$ cat src/sv/bpq_pkg.sv
// ----------------------------------------------------------------------------
// bpq_pkg
// Shared types and codes of the bucketed priority queue: request and result
// payloads, the entry held by one cell, and the per-cycle command to the row.
// ----------------------------------------------------------------------------
`default_nettype none

package bpq_pkg;

    localparam int ELEM_WIDTH   = 32;
    localparam int LEVEL_WIDTH  = 4;
    localparam int COUNT_WIDTH  = 7;
    localparam int ACTION_WIDTH = 2;
    localparam int STATUS_WIDTH = 2;

    // action codes; the unused code behaves as a query
    localparam logic [ACTION_WIDTH-1:0] ACT_ENQUEUE = 2'd0;
    localparam logic [ACTION_WIDTH-1:0] ACT_DEQUEUE = 2'd1;
    localparam logic [ACTION_WIDTH-1:0] ACT_QUERY   = 2'd2;

    // status codes
    localparam logic [STATUS_WIDTH-1:0] ST_OK        = 2'd0;
    localparam logic [STATUS_WIDTH-1:0] ST_BAD_LEVEL = 2'd1;
    localparam logic [STATUS_WIDTH-1:0] ST_FULL      = 2'd2;
    localparam logic [STATUS_WIDTH-1:0] ST_EMPTY     = 2'd3;

    typedef struct packed {
        logic [ACTION_WIDTH-1:0] action;
        logic [ELEM_WIDTH-1:0]   elem_value;
        logic [LEVEL_WIDTH-1:0]  level;
    } bpq_in_t;

    typedef struct packed {
        logic [ELEM_WIDTH-1:0]   removed_value;
        logic [ELEM_WIDTH-1:0]   front_value;
        logic [LEVEL_WIDTH-1:0]  front_level;
        logic [COUNT_WIDTH-1:0]  count;
        logic                    is_empty;
        logic [STATUS_WIDTH-1:0] status;
    } bpq_out_t;

    // one stored element as held by a cell
    typedef struct packed {
        logic                   valid;
        logic [LEVEL_WIDTH-1:0] level;
        logic [ELEM_WIDTH-1:0]  value;
    } bpq_entry_t;

    // command broadcast to every cell of the row
    typedef struct packed {
        logic                   enq;
        logic                   deq;
        logic [LEVEL_WIDTH-1:0] level;
        logic [ELEM_WIDTH-1:0]  value;
    } bpq_op_t;

endpackage

`default_nettype wire

$ cat src/sv/bpq_cell.sv
// ----------------------------------------------------------------------------
// bpq_cell
// One slot of the sorted row. Holds one entry; on enqueue it keeps its entry,
// takes the new one or takes its left neighbor's; on dequeue it takes its
// right neighbor's.
// ----------------------------------------------------------------------------
`default_nettype none

module bpq_cell (
    input  wire logic                aclk,
    input  wire logic                aresetn,
    input  wire bpq_pkg::bpq_op_t    op,
    input  wire bpq_pkg::bpq_entry_t left_ent,
    input  wire logic                left_stay,
    input  wire bpq_pkg::bpq_entry_t right_ent,
    output bpq_pkg::bpq_entry_t      ent,
    output logic                     stay
);
    import bpq_pkg::*;

    bpq_entry_t ent_reg;
    bpq_entry_t ent_next;

    // entries at or above the new level in urgency keep their place (FIFO per level)
    assign stay = ent_reg.valid && (ent_reg.level <= op.level);
    assign ent  = ent_reg;

    always_comb begin
        ent_next = ent_reg;
        if (op.deq) begin
            ent_next = right_ent;
        end else if (op.enq && !stay) begin
            if (left_stay) begin
                ent_next.valid = 1'b1;
                ent_next.level = op.level;
                ent_next.value = op.value;
            end else begin
                ent_next = left_ent;
            end
        end
    end

    always_ff @(posedge aclk) begin
        if (!aresetn) begin
            ent_reg.valid <= 1'b0;
        end else begin
            ent_reg <= ent_next;
        end
    end

endmodule

`default_nettype wire

$ cat src/sv/bpq_chain.sv
// ----------------------------------------------------------------------------
// bpq_chain
// Row of cells kept sorted by level, oldest first within a level. Cell 0 is
// the front of the queue.
// ----------------------------------------------------------------------------
`default_nettype none

module bpq_chain #(
    parameter int CAPACITY = 64
) (
    input  wire logic             aclk,
    input  wire logic             aresetn,
    input  wire bpq_pkg::bpq_op_t op,
    output bpq_pkg::bpq_entry_t   head
);
    import bpq_pkg::*;

    bpq_entry_t ent  [CAPACITY];
    logic       stay [CAPACITY];

    for (genvar i = 0; i < CAPACITY; i++) begin : g_cell
        bpq_entry_t left_ent;
        logic       left_stay;
        bpq_entry_t right_ent;

        if (i == 0) begin : g_first
            assign left_ent  = '0;
            assign left_stay = 1'b1;
        end else begin : g_mid
            assign left_ent  = ent[i-1];
            assign left_stay = stay[i-1];
        end

        if (i == CAPACITY - 1) begin : g_last
            assign right_ent = '0;
        end else begin : g_inner
            assign right_ent = ent[i+1];
        end

        bpq_cell u_cell (
            .aclk      (aclk),
            .aresetn   (aresetn),
            .op        (op),
            .left_ent  (left_ent),
            .left_stay (left_stay),
            .right_ent (right_ent),
            .ent       (ent[i]),
            .stay      (stay[i])
        );
    end

    assign head = ent[0];

endmodule

`default_nettype wire

$ cat config.mk
export PLATFORM = sky130hd
export DESIGN_NAME = bpq_chain
export DESIGN_NICKNAME = d
export VERILOG_FILES = /design/src/sv/bpq_pkg.sv /design/src/sv/bpq_cell.sv /design/src/sv/bpq_chain.sv
export SDC_FILE = /design/constraint.sdc
export NUM_CORES = 2
export LEC_CHECK = 0
export BUFFER_PORTS_ARGS = -buffer_cell sky130_fd_sc_hd__buf_4
export CORE_UTILIZATION = 40
export CTS_CLUSTER_SIZE = 12
export DETAILED_ROUTE_END_ITERATION = 10
export PLACE_DENSITY = 0.62
export SETUP_SLACK_MARGIN = 0.15
export SLEW_MARGIN = 0
export SYNTH_ARGS = -nofsm -noshare
export SYNTH_HDL_FRONTEND = slang
export SYNTH_SLANG_ARGS = --single-unit
export TNS_END_PERCENT = 5
$ cat constraint.sdc
create_clock -name aclk -period 14.4 [get_ports aclk]
set_input_delay 0.72 -clock aclk [delete_from_list [all_inputs] [get_ports aclk]]
set_output_delay 0.72 -clock aclk [all_outputs]
set_load 0.03 [all_outputs]
==> impl_metrics.ini <==
[yosys]
cell_types_with_the_largest_area_share_after_synthesis = sky130_fd_sc_hd__edfxtp_1 55%, sky130_fd_sc_hd__a221o_1 18%, sky130_fd_sc_hd__nor3b_1 13%
number_of_nets_in_the_synthesized_netlist = 9863
synthCells = 9567
synth.cell_area_um2 = 125000
synth.largest_area_cell = sky130_fd_sc_hd__edfxtp_1
synthesis.area_per_instance_um2 = 13.1
ys_types = 39
synth_top_cell_area_share_pct = 55.3
synthArstFlopShare_pct = 0
yosysSeqAreaShare_pct = 56.3
synth-edff-count = 2304
synth_most_common_cell = sky130_fd_sc_hd__edfxtp_1
synth_top_flop_cell = sky130_fd_sc_hd__edfxtp_1
netlist_top_cells_count = 2304 x sky130_fd_sc_hd__edfxtp_1, 2203 x sky130_fd_sc_hd__a221o_1, 2170 x sky130_fd_sc_hd__nor3b_1, 591 x sky130_fd_sc_hd__clkbuf_1, 527 x sky130_fd_sc_hd__buf_2
yosysWarningCount = 0
yosys_register_bits = 2368

[floorplanning]
floorplan.io_pins = 77
fp.dieArea_um2 = 315000
core_region_area_um2 = 310000
dieWidth_um = 561
die_height_um = 561
rows = 204
initial_utilization_pct = 40.4

[detailed_routing]
drt-vias-per-instance = 6.78
drc_violations_left = 0
drtPass1Iterations = 7
totalWireLength_um = 365000
average_wire_length_per_cell_after_detail_routing_um = 27.8
via_total_after_detailed_routing = 89000
drt.antenna.violating_nets = 0
detailedRoute.firstIterationViolations = 12300

[global_routing]
initial_antenna_violation_count = 5
grt_first_pass_wirelength_um = 548000
grt.overflow.total = 0
grt_start_max_net_pins = 277
grt_pass1_vias = 85100
grt_util_all_layers_pct = 22.1

[critical_path]
cp_data_required_time_ps = 15060
crit_type = input port to register
critical_path_peak_fanout = 276
cp_slowest_cell = sky130_fd_sc_hd__buf_4
worstPathCellList = buf_16, buf_4, buf_12, buf_4, buf_12, nor3b_1, a221o_1
critPathLaunchType = input port
critical_path.endpoint_type = register
crit_path_max_incr_delay_ps = 1000
crit_arrival_ps = 5270

[clock_tree]
clk-insertion-delay-late_ps = 960
tritoncts = yes
cts_repair_resize_count = 0
cts_num_sinks = 2368
tritoncts.num_buffers = 282
cts.repair_timing.setup_buffer_count = 0
cts_htree_levels = 5
cts.reportedPaths.clkPinSlew_ps = 60
hold_buffers = 0
cts-root-to-sink-buffers = 4
root_buffer_cell = sky130_fd_sc_hd__clkbuf_16

[outcome]
run_status = completed

[power]
design_power_total_uw = 19100
vdd_drop_max_v = 0.000119
power_leakage_uw = 0.0440
power.density_cell_area_nw_per_um2 = 140

[finish]
final_core_utilization_pct = 44.0
fillers = 27800
syn_to_final_growth_pct = 9.06
largest_reg_flops = 2368
post_route_cells_drive_above_1_share_pct = 8.97
layout.nets = 9117

[timing]
timing.final.max_slew_violations = 0
clock_skew_ps = 55.5
worst_slew_pin_slew_ps = 1360
max_clock_freq_mhz = 217
setup_viol = 0
hold_viol = 0
rsz0062_at_grt = false
period_minus_slack_ps = 4620
maxSlewHeadroom_pct = 8.96
final_cycle_share_pct = 32.1
finalSetupTns_ps = 0

[worst_hold_path]
hold_path_class = input port to register

[placed_design]
place_hpwl_um = 220000
port_buffers = 76
gpl.final_weighted_congestion = 0.826

[run]
cap_violations = 0
area by class of cell:
| type | count | area, um^2 | share of cell area [%] |
|---|---|---|---|
| sequential | 2368 | 70500 | 51.7 |
| multi-input combinational | 5724 | 49600 | 36.4 |
| clock buffer | 373 | 7600 | 5.57 |
| tap | 4120 | 5150 | 3.78 |
| timing repair buffer | 283 | 2280 | 1.67 |
| clock inverter | 94 | 687 | 0.503 |
| inverter | 162 | 612 | 0.448 |
| antenna | 5 | 12.5 | 0.00917 |
report_power, final:
group	leakage, uW	total, uW	internal (uW)	switching [uW]
sequential	0.0231	9310	8690	623
clock	0.00405	6690	3860	2830
combinational	0.0168	3060	1310	1750
worst max-delay path, delay by kind of cell:
family                 cells  cell delay, ps
buffers and inverters      5            3710
and+or+nand+nor            1             150
AOI/OAI and AO/OA          1             300
cells in the final DEF, fill, tap and decap left out, drive strengths merged:
cell type	count
o32ai	33
clkinv	85
nor2b	36
o21ai	194
mux2	1
nand4	2
a31oi	62
buf	283
ha	256
diode	5
nor3b	2170
edfxtp	2304
a221o	2203
nand2b	121
o311ai	91
o31ai	1
dfxtp	64
o21a	2
nor3	34
o211a	1
a2111oi	1
and3	1
a21o	36
bufinv	10
nor2	67
inv	160
clkinvlp	1
a21oi	98
nand2	224
o22ai	28
clkbuf	373
nand3	62
routing by layer:
metal | vias up | share of wire, % | GRT usage [%]
met3 | 771 | 7.5 | 3.20
met1 | 45400 | 43 | 31.0
li1 | 38500 | - | -
met2 | 4266 | 46 | 34.7
met4 | 0 | 3.9 | 8.52
met5 | - | 0 | 0
final timing paths:
kind / slack [ps] / cells past startpoint / startpoint / endpoint
min: 110 / 3 / aresetn / g_cell[0].u_cell.ent[36]
max: 9780 / 7 / op[36] / g_cell[39].u_cell.ent[30]
max reg2reg: 10980 / 7 / g_cell[0].u_cell.ent[34] / g_cell[0].u_cell.ent[0]
min reg2reg: 550 / 1 / g_cell[1].u_cell.ent[17] / g_cell[0].u_cell.ent[17]
through the flow:
stage / setup slack (ps) / hold slack, ps / cell area [um^2] / cells
after global placement: 9170 / 527 / 128000 / 12700
after floorplan: 8320 / 516 / 125000 / 9567
final: 9780 / 108 / 136000 / 13100
after global routing: 9490 / 85.6 / 136000 / 13100
after detailed placement: 9060 / 531 / 128000 / 12700
after CTS: 10010 / 48.6 / 136000 / 13100
logic make-up after synthesis:
kind of cell,synth area share (%)
multiplexers,0.00900
adder cells (fa/ha/maj),2.56
buffers and inverters,5.43
flip-flops,56.3
AO/OA/AOI/OAI,20.6
AND/OR/NAND/NOR,15.1
Power figures use the tool's default switching activity.
